### config.mk
export PLATFORM = sky130hd
export DESIGN_NAME = ntc_temperature_alarm
export DESIGN_NICKNAME = d
export VERILOG_FILES = /design/src/nta_pkg.sv /design/src/ntc_temperature_alarm.sv
export SDC_FILE = /design/constraint.sdc
export NUM_CORES = 2
export LEC_CHECK = 0
export ABC_AREA = 1
export CORE_UTILIZATION = 45
export CTS_CLUSTER_DIAMETER = 150
export CTS_CLUSTER_SIZE = 12
export DETAILED_ROUTE_END_ITERATION = 10
export DONT_BUFFER_PORTS = 1
export PLACE_DENSITY = 0.56
export SLEW_MARGIN = 20
export SYNTH_ARGS = -nofsm -noshare
export SYNTH_HDL_FRONTEND = slang
export SYNTH_SLANG_ARGS = --single-unit
### constraint.sdc
create_clock -name i_clk -period 12.3 [get_ports i_clk]
set_input_delay 0.615 -clock i_clk [delete_from_list [all_inputs] [get_ports i_clk]]
set_output_delay 0.615 -clock i_clk [all_outputs]
set_load 0.01 [all_outputs]
### src/nta_pkg.sv
// Package for the NTC temperature alarm.
// Holds beat types, register indexes and fixed-point constants; no dependencies.
package nta_pkg;

    localparam int ADC_BITS = 12;
    localparam int CODE_W  = ADC_BITS;
    localparam int TIME_W  = 32;
    localparam int DEB_W   = 20;
    localparam int STEP_W  = 5;
    localparam int TEMP_W  = 12;
    localparam int SP_W    = 8;
    localparam int CFG_IDX_W = 2;

    localparam logic [CFG_IDX_W-1:0] CFG_DEBOUNCE = 2'd0;
    localparam logic [CFG_IDX_W-1:0] CFG_STEP     = 2'd1;

    localparam logic [DEB_W-1:0]  DEB_RESET  = 20'd150000;
    localparam logic [STEP_W-1:0] STEP_RESET = 5'd5;
    localparam logic signed [SP_W-1:0] SP_RESET = 8'sd25;
    localparam logic signed [9:0] SP_MIN = -10'sd40;
    localparam logic signed [9:0] SP_MAX = 10'sd125;

    localparam logic signed [TEMP_W-1:0] TEMP_MIN = -12'sd400;
    localparam logic signed [TEMP_W-1:0] TEMP_MAX = 12'sd1250;

    localparam logic [63:0] INV_T0_FULL = (64'd109951162777600 + 64'd14907) / 64'd29815;
    localparam logic [31:0] INV_T0_Q40  = INV_T0_FULL[31:0];
    localparam logic [63:0] LOG_K_FULL  = (64'd2977044472 * 64'd256 + 64'd1975) / 64'd3950;
    localparam logic [27:0] LOG_K       = LOG_K_FULL[27:0];

    // dividend 100 * 2^40, top bits preloaded, 20 quotient bits remain
    localparam logic [34:0] DIV_INIT = 35'd104857600;
    localparam int          DIV_STEPS = 20;

    localparam logic [19:0] V_LO   = 20'd23310;
    localparam logic [19:0] V_HI   = 20'd39819;
    localparam logic [14:0] X_MAX  = 15'd16509;
    localparam logic [27:0] RECIP10 = 28'd52429;

    typedef struct packed {
        logic [TIME_W-1:0] time_us;
        logic [CODE_W-1:0] adc_code;
        logic              inc_request;
        logic              dec_request;
    } t_in_beat;

    typedef struct packed {
        logic signed [TEMP_W-1:0] temperature_tenths;
        logic signed [SP_W-1:0]   alarm_setpoint;
        logic                     alarm_active;
        logic [3:0]               led_bar;
        logic                     sensor_fault;
    } t_out_beat;

    typedef enum logic [6:0] {
        S_IDLE  = 7'b0000001,
        S_LOGA  = 7'b0000010,
        S_LOGB  = 7'b0000100,
        S_SCALE = 7'b0001000,
        S_DIV   = 7'b0010000,
        S_TEN   = 7'b0100000,
        S_DONE  = 7'b1000000
    } t_state;

endpackage

### src/ntc_temperature_alarm.sv
// NTC temperature alarm top level: beta-equation conversion, setpoint buttons, alarm bar.
// Depends on nta_pkg.
//
// One input beat is taken at a time and the block stalls its input until the result is
// handed to the output register, which lets the next beat enter while a result waits.
// A normal reading goes from acceptance to the output register in 32 squaring
// steps for the two base-2 logarithms, one scaling step, 20 restoring division steps, one
// step for the conversion to tenths and one to load the output register; the squaring,
// scaling and tenths steps share one 28x28 multiplier. Rail codes skip straight to the
// output load. Configuration writes are always ready.
module ntc_temperature_alarm (
    input  logic                             i_clk,
    input  logic                             i_rst_n,
    input  logic                             i_in_valid,
    output logic                             o_in_stall,
    input  nta_pkg::t_in_beat                i_in_data,
    output logic                             o_out_valid,
    input  logic                             i_out_stall,
    output nta_pkg::t_out_beat               o_out_data,
    input  logic                             i_cfg_valid,
    output logic                             o_cfg_ready,
    input  logic [nta_pkg::CFG_IDX_W-1:0]    i_cfg_index,
    input  logic [nta_pkg::DEB_W-1:0]        i_cfg_data
);
    import nta_pkg::*;

    localparam logic [16:0] FULL_WIDE = (17'd1 << ADC_BITS) - 17'd1;
    localparam logic [15:0] FULL_CODE = FULL_WIDE[15:0];

    t_state r_state, n_state;

    logic [DEB_W-1:0]  r_deb;
    logic [STEP_W-1:0] r_step;
    logic signed [SP_W-1:0] r_sp, n_sp;
    logic r_raise_pend, n_raise_pend, r_lower_pend, n_lower_pend;
    logic [TIME_W-1:0] r_last_raise, n_last_raise, r_last_lower, n_last_lower;

    logic [15:0] r_code, n_code;
    logic [16:0] r_m, n_m;
    logic [15:0] r_frac, n_frac;
    logic [3:0]  r_p, n_p;
    logic [19:0] r_la, n_la;
    logic [4:0]  r_cnt, n_cnt;
    logic [20:0] r_mag, n_mag;
    logic        r_neg, n_neg;
    logic [34:0] r_div, n_div;
    logic [34:0] r_rem, n_rem;
    logic [19:0] r_q, n_q;
    logic signed [TEMP_W-1:0] r_tenths, n_tenths;
    logic        r_fault, n_fault;
    logic        r_out_valid, n_out_valid;
    t_out_beat   r_out, n_out;

    logic [27:0] mul_a, mul_b;
    logic [55:0] mul_p;

    function automatic logic [3:0] top_bit(input logic [15:0] x);
        logic [3:0] p;
        p = 4'd0;
        for (int i = 1; i < 16; i++) begin
            if (x[i]) begin
                p = 4'(i);
            end
        end
        return p;
    endfunction

    function automatic logic signed [SP_W-1:0] clamp_sp(input logic signed [9:0] s);
        logic signed [9:0] c;
        c = s;
        if (s < SP_MIN) begin
            c = SP_MIN;
        end else if (s > SP_MAX) begin
            c = SP_MAX;
        end
        return c[SP_W-1:0];
    endfunction

    assign mul_p       = mul_a * mul_b;
    assign o_cfg_ready = 1'b1;
    assign o_in_stall  = (r_state != S_IDLE);
    assign o_out_valid = r_out_valid;
    assign o_out_data  = r_out;

    logic        in_take;
    logic        raise_ok, lower_ok, raise_p, lower_p;
    logic signed [9:0] sp_mid;
    logic [3:0]  norm_p;
    logic [15:0] norm_x;
    logic [17:0] sq;
    logic        sq_bit;
    logic [15:0] frac_nx;
    logic signed [20:0] d_log;
    logic [33:0] scaled;
    logic signed [35:0] inv_t;
    logic [35:0] rem2;
    logic        q_bit;
    logic [14:0] x_ten;
    logic signed [12:0] sp10, gap;

    always_comb begin
        n_state      = r_state;
        n_sp         = r_sp;
        n_raise_pend = r_raise_pend;
        n_lower_pend = r_lower_pend;
        n_last_raise = r_last_raise;
        n_last_lower = r_last_lower;
        n_code       = r_code;
        n_m          = r_m;
        n_frac       = r_frac;
        n_p          = r_p;
        n_la         = r_la;
        n_cnt        = r_cnt;
        n_mag        = r_mag;
        n_neg        = r_neg;
        n_div        = r_div;
        n_rem        = r_rem;
        n_q          = r_q;
        n_tenths     = r_tenths;
        n_fault      = r_fault;
        n_out_valid  = r_out_valid;
        n_out        = r_out;

        in_take  = i_in_valid && !o_in_stall;
        raise_p  = r_raise_pend || i_in_data.inc_request;
        lower_p  = r_lower_pend || i_in_data.dec_request;
        raise_ok = raise_p &&
                   ((i_in_data.time_us - r_last_raise) > {12'd0, r_deb});
        lower_ok = lower_p &&
                   ((i_in_data.time_us - r_last_lower) > {12'd0, r_deb});
        sp_mid   = raise_ok ? 10'(clamp_sp(10'(r_sp) + $signed({5'd0, r_step})))
                            : 10'(r_sp);

        norm_x = (r_state == S_IDLE) ? 16'(i_in_data.adc_code) : FULL_CODE - r_code;
        norm_p = top_bit(norm_x);

        mul_a = {11'd0, r_m};
        mul_b = {11'd0, r_m};
        x_ten = 15'd0;
        if (r_q < V_LO) begin
            x_ten = 15'd0;
        end else if (r_q > V_HI) begin
            x_ten = X_MAX;
        end else begin
            x_ten = 15'(r_q - V_LO);
        end
        if (r_state == S_SCALE) begin
            mul_a = {7'd0, r_mag};
            mul_b = LOG_K;
        end else if (r_state == S_TEN) begin
            mul_a = {13'd0, x_ten};
            mul_b = RECIP10;
        end

        sq      = mul_p[33:16];
        sq_bit  = sq[17];
        frac_nx = {r_frac[14:0], sq_bit};
        d_log   = $signed({1'b0, r_la}) - $signed({1'b0, r_p, frac_nx});
        scaled  = 34'((mul_p + 56'd32768) >> 16);
        inv_t   = r_neg ? $signed({4'd0, INV_T0_Q40}) - $signed({2'd0, scaled})
                        : $signed({4'd0, INV_T0_Q40}) + $signed({2'd0, scaled});
        rem2    = {r_rem, 1'b0};
        q_bit   = (rem2 >= {1'b0, r_div});

        sp10 = 13'(r_sp) * 13'sd10;
        gap  = sp10 - 13'(r_tenths);

        if (r_out_valid && !i_out_stall) begin
            n_out_valid = 1'b0;
        end

        unique case (r_state)
            S_IDLE: begin
                if (in_take) begin
                    n_raise_pend = raise_p && !raise_ok;
                    n_lower_pend = lower_p && !lower_ok;
                    if (raise_ok) begin
                        n_last_raise = i_in_data.time_us;
                    end
                    if (lower_ok) begin
                        n_last_lower = i_in_data.time_us;
                        n_sp = clamp_sp(sp_mid - $signed({5'd0, r_step}));
                    end else begin
                        n_sp = sp_mid[SP_W-1:0];
                    end
                    n_code  = 16'(i_in_data.adc_code);
                    n_fault = 1'b0;
                    n_cnt   = 5'd0;
                    n_frac  = 16'd0;
                    if (i_in_data.adc_code == '0) begin
                        n_fault  = 1'b1;
                        n_tenths = TEMP_MAX;
                        n_state  = S_DONE;
                    end else if (16'(i_in_data.adc_code) >= FULL_CODE) begin
                        n_fault  = 1'b1;
                        n_tenths = TEMP_MIN;
                        n_state  = S_DONE;
                    end else begin
                        n_p     = norm_p;
                        n_m     = 17'({1'b0, norm_x} << (5'd16 - {1'b0, norm_p}));
                        n_state = S_LOGA;
                    end
                end
            end
            S_LOGA, S_LOGB: begin
                n_m    = sq_bit ? sq[17:1] : sq[16:0];
                n_frac = frac_nx;
                n_cnt  = r_cnt + 5'd1;
                if (r_cnt == 5'd15) begin
                    n_cnt  = 5'd0;
                    n_frac = 16'd0;
                    if (r_state == S_LOGA) begin
                        n_la    = {r_p, frac_nx};
                        n_p     = norm_p;
                        n_m     = 17'({1'b0, norm_x} << (5'd16 - {1'b0, norm_p}));
                        n_state = S_LOGB;
                    end else begin
                        n_neg   = d_log[20];
                        n_mag   = d_log[20] ? 21'(-d_log) : 21'(d_log);
                        n_state = S_SCALE;
                    end
                end
            end
            S_SCALE: begin
                if (inv_t <= 36'sd0) begin
                    n_tenths = TEMP_MAX;
                    n_state  = S_DONE;
                end else begin
                    n_div   = inv_t[34:0];
                    n_rem   = DIV_INIT;
                    n_q     = 20'd0;
                    n_cnt   = 5'd0;
                    n_state = S_DIV;
                end
            end
            S_DIV: begin
                n_rem = q_bit ? 35'(rem2 - {1'b0, r_div}) : rem2[34:0];
                n_q   = {r_q[18:0], q_bit};
                n_cnt = r_cnt + 5'd1;
                if (r_cnt == 5'(DIV_STEPS - 1)) begin
                    n_state = S_TEN;
                end
            end
            S_TEN: begin
                n_tenths = $signed({1'b0, mul_p[29:19]}) + TEMP_MIN;
                n_state  = S_DONE;
            end
            S_DONE: begin
                if (!r_out_valid || !i_out_stall) begin
                    n_out.temperature_tenths = r_tenths;
                    n_out.alarm_setpoint     = r_sp;
                    n_out.alarm_active       = (13'(r_tenths) >= sp10);
                    n_out.led_bar = {gap <= 13'sd20, gap <= 13'sd100,
                                     gap <= 13'sd150, gap <= 13'sd200};
                    n_out.sensor_fault = r_fault;
                    n_out_valid = 1'b1;
                    n_state     = S_IDLE;
                end
            end
            default: begin
                n_state = S_IDLE;
            end
        endcase
    end

    always_ff @(posedge i_clk) begin
        if (!i_rst_n) begin
            r_state      <= S_IDLE;
            r_deb        <= DEB_RESET;
            r_step       <= STEP_RESET;
            r_sp         <= SP_RESET;
            r_raise_pend <= 1'b0;
            r_lower_pend <= 1'b0;
            r_last_raise <= '0;
            r_last_lower <= '0;
            r_out_valid  <= 1'b0;
            r_cnt        <= '0;
        end else begin
            r_state      <= n_state;
            r_sp         <= n_sp;
            r_raise_pend <= n_raise_pend;
            r_lower_pend <= n_lower_pend;
            r_last_raise <= n_last_raise;
            r_last_lower <= n_last_lower;
            r_out_valid  <= n_out_valid;
            r_cnt        <= n_cnt;
            if (i_cfg_valid && o_cfg_ready) begin
                unique case (i_cfg_index)
                    CFG_DEBOUNCE: r_deb  <= i_cfg_data;
                    CFG_STEP:     r_step <= i_cfg_data[STEP_W-1:0];
                    default: begin
                    end
                endcase
            end
        end
    end

    always_ff @(posedge i_clk) begin
        r_code   <= n_code;
        r_m      <= n_m;
        r_frac   <= n_frac;
        r_p      <= n_p;
        r_la     <= n_la;
        r_mag    <= n_mag;
        r_neg    <= n_neg;
        r_div    <= n_div;
        r_rem    <= n_rem;
        r_q      <= n_q;
        r_tenths <= n_tenths;
        r_fault  <= n_fault;
        r_out    <= n_out;
    end

`ifndef NO_ASSERTIONS
    a_busy_after_take: assert property (@(posedge i_clk) disable iff (!i_rst_n)
        (i_in_valid && !o_in_stall) |=> o_in_stall)
        else $error("input not stalled after a taken beat");

    a_sp_range: assert property (@(posedge i_clk) disable iff (!i_rst_n)
        (r_sp >= -8'sd40) && (r_sp <= 8'sd125))
        else $error("setpoint out of range");

    a_fault_rail: assert property (@(posedge i_clk) disable iff (!i_rst_n)
        (o_out_valid && o_out_data.sensor_fault) |->
        (o_out_data.temperature_tenths == TEMP_MAX ||
         o_out_data.temperature_tenths == TEMP_MIN))
        else $error("fault beat without rail temperature");
`endif

endmodule
==> key figures <==
STA
  – Fin. max-slew vios: 0
  – Slew @ Worst Pin: 1.09 ns
  – Max-Slew Margin vs Limit: 27.5%
  – Min Tclk post-route: 11.48 ns
  – Final setup viols: 0
  – Final setup skew: 0.0397 ns
  – Final Hold Fails: 0
  – Fmax: ~0.087 GHz
  – Hold_ws: 0.130 ns
  – Fin Setup TNS: 0 ns
  – Tcrit/Tclk final: 93.3%

Critical path
  – Worst reg2reg endpoint: r_mag[10]
  – CP bufs+invs: 12
  – Crit Path Category: register to register
  – Most frequent CP cell: inv_1
  – Crit-path max FO: 12
  – Stages on worst setup path: 58
  – R2r worst-path depth: 58
  – Worst path required time: 12.61 ns
  – FF-to-FF Start: r_state[0]
  – Reg-to-reg slack, setup: 0.82 ns
  – Crit path to: r_mag[10]
  – Top delay family on crit path: adder cells
  – Data arrival, critical path: approximately 12 ns
  – Crit start category: register
  – Origin of the worst setup path: r_state[0]
  – Max incr delay on CP: 0.55 ns
  – Crit. End Element: register
  – CP max stage cell: fa_1

Clocking
  – Hold_buf cts: 0
  – CTS Root Cell: clkbuf_16
  – Clk_lat worst skew: 0.58 ns
  – H-tree depth: 2
  – Clock transition at the registers of the reported paths: 0.06 ns
  – Sink Count: 331
  – Clock buffer depth: 3
  – CTS buffer count: 34
  – CTS tree: yes

Floorplanning
  – Horiz. Die Dim: 306 um
  – Placeable Area: 91500 sq um
  – Full die area: 93500 sq um
  – Top Ports: just over 100
  – Initial core utilization: 45.4%
  – Site Rows: 111
  – Die H: 306 um

Hold path
  – Hold Crit Class: primary input to register

Finish
  – Layout Nets: between 6000 and 7000
  – Reg area: 8820 sq um
  – Area Growth Syn to Fin: 7.17%
  – Layout cell share with drive strength beyond 1: 5.91%
  – Multi-input gate area: 28500 sq um
  – # fillers: 9195

Global route
  – Vias in the first global route: ~35000
  – Initial antenna violation count: 8
  – Largest net degree at the start of global routing: 103
  – Global-route wire length before repair: 194 mm
  – Grt ovf: 0
  – GRT Util Overall: between 20% and 30%

Yosys
  – Post-synth ARST share: 0%
  – Syn_area_per_cell: 7.62 sq um
  – Mapped Area: 41500 sq um
  – Top_reg_cell synth: edfxtp_1
  – Register area share after synthesis: 21.2%
  – YS warnings: 0
  – Post-synth EDFFs: 219
  – Post-synthesis cell count: 5449
  – Flops & latches, synth: 331
  – Yosys cell types: 73

Status
  – Run status: complete, no violations

Flow run
  – Max-Cap Viols: 0

Drt
  – Via density per instance: 5.26
  – Drt first pass iters: 6
  – DR DRC count: 0
  – Post-route ant nets: 0
  – Wirelength per Cell: ~18 um
  – DR vias: 35327
  – 1st-iter DRT viols: 2507
  – Drt total wl: 122 mm

Placement
  – Final HPWL DP: 101 mm
  – Number of port buffers: 0
  – GPL Wtd Cong: ~1.0
[area by class of cell]
class / count / area share [%]
antenna: 2 / 0.0112
clock buffer: 50 / 2.09
clock inverter: 4 / 0.110
inverter: 1084 / 9.18
multi-input combinational: 3985 / 64.1
sequential: 331 / 19.8
tap: 1186 / 3.33
timing repair buffer: 74 / 1.38
timing repair inverter: 1 / 0.0112
[per-layer routing]
layer  part of all wire, %  GRT usage (%)
met3                   6.9           5.19
met1                    45           35.1
met5                 0.042              0
met4                   3.8           9.35
met2                    45           42.5
[placed cells by master (no fill, tap or decap), drive strengths merged, types with 63 or more instances in the layout]
master | synthesis | layout
dfxtp | 112 | 112
nand2 | 1109 | 1109
inv | 1073 | 1077
buf | 17 | 73
a21oi | 402 | 402
edfxtp | 219 | 219
fa | 353 | 353
ha | 477 | 477
xor2 | 104 | 104
xnor2 | 65 | 65
nand3 | 256 | 256
o21ai | 329 | 329
nor2 | 528 | 528
nand4 | 63 | 63
[worst register-to-register path: cells and delay by family, from the launching register on]
kind	cells	cell delay, ns
xor+xnor	1	0.14
compound gates	17	2.50
flops	1	0.31
buf+inv	12	2.19
simple gates	18	1.88
fa+ha+maj	10	4.20
[cell usage after synthesis, types with 3 or more instances]
master	number	share of area (%)
o31ai_1	5	0.090
o21bai_1	18	0.33
nand2_1	1048	9.5
a21boi_0	6	0.11
or3_1	4	0.060
dfxtp_1	112	5.4
buf_1	6	0.054
inv_1	1038	9.4
inv_2	33	0.30
and3_1	3	0.045
o21ai_0	308	3.7
a221oi_1	3	0.063
edfxtp_1	219	16
ha_1	477	14
nor2_1	488	4.4
nand3_1	249	3.0
a21o_1	9	0.16
nand3b_1	17	0.31
o21ai_1	21	0.25
nand2_2	56	0.84
o221ai_1	6	0.13
a31oi_1	13	0.20
a211oi_1	10	0.18
nor2_2	22	0.33
clkinv_1	10	0.090
o211ai_1	26	0.47
nor4_1	17	0.26
nor2_4	17	0.46
o22ai_1	4	0.060
or2_2	25	0.38
xnor2_1	64	1.3
nand4_1	62	0.93
fa_1	353	17
o21a_1	8	0.14
nand2_4	5	0.14
nand3_2	5	0.12
xor2_1	103	2.2
nor3_2	6	0.14
nor3_1	42	0.51
a21oi_1	402	4.8
buf_2	7	0.084
o311ai_0	3	0.063
clkbuf_1	79	0.71
[registers in the layout, summed over array words and instances (netlist names), 20 cells and up]
register / count
r_last_raise: 32
r_last_lower: 32
r_la: 20
r_div: 35
r_rem: 35
r_q: 20
r_mag: 21
o_out_data: 26
r_deb: 20
[repair_timing]
action,in CTS,in global routing
resized for setup,0,32
endpoints found under the setup margin,0,130
setup buffers,0,7
[through the flow]
step | util (%) | worst slack, ns | instance area (sq um) | cells
2_1_floorplan | - | 1.18 | 41700 | 5496
3_3_place_gp | 47.4 | 0.465 | 43400 | 6652
3_5_place_dp | 47.4 | 0.431 | 43400 | 6652
4_1_cts | 48.5 | 0.378 | 44300 | 6706
5_1_grt | 48.6 | -0.0146 | 44500 | 6716
6_report | 48.6 | 0.820 | 44500 | 6717
[how the worst min path moves through the flow]
| stage | start | endpoint | slack [ns] | cells after the start |
|---|---|---|---|---|
| floorplan | r_fault | o_out_data[0] | 0.40 | 0 |
| global placement | r_fault | o_out_data[0] | 0.40 | 0 |
| detailed placement | r_fault | o_out_data[0] | 0.42 | 0 |
| CTS | i_rst_n | r_state[0] | 0.10 | 1 |
| global route | i_in_data[11] | r_code[9] | 0.11 | 0 |
| finish | i_in_data[9] | r_code[7] | 0.13 | 0 |
[kinds of logic after synthesis]
| logic type | Yosys count | share of synthesized area, % |
|---|---|---|
| AND/OR/NAND/NOR | 2076 | 21.7 |
| adder cells (fa/ha/maj) | 830 | 31.4 |
| other | 2 | 0.0181 |
| buffers and inverters | 1180 | 10.8 |
| AO/OA/AOI/OAI | 861 | 11.2 |
| flip-flops | 331 | 21.2 |
| XOR/XNOR | 169 | 3.63 |
Power is left out: the tool's default activity adds up to more than one toggle a clock period on the data nets, which glitch-free logic cannot reach.
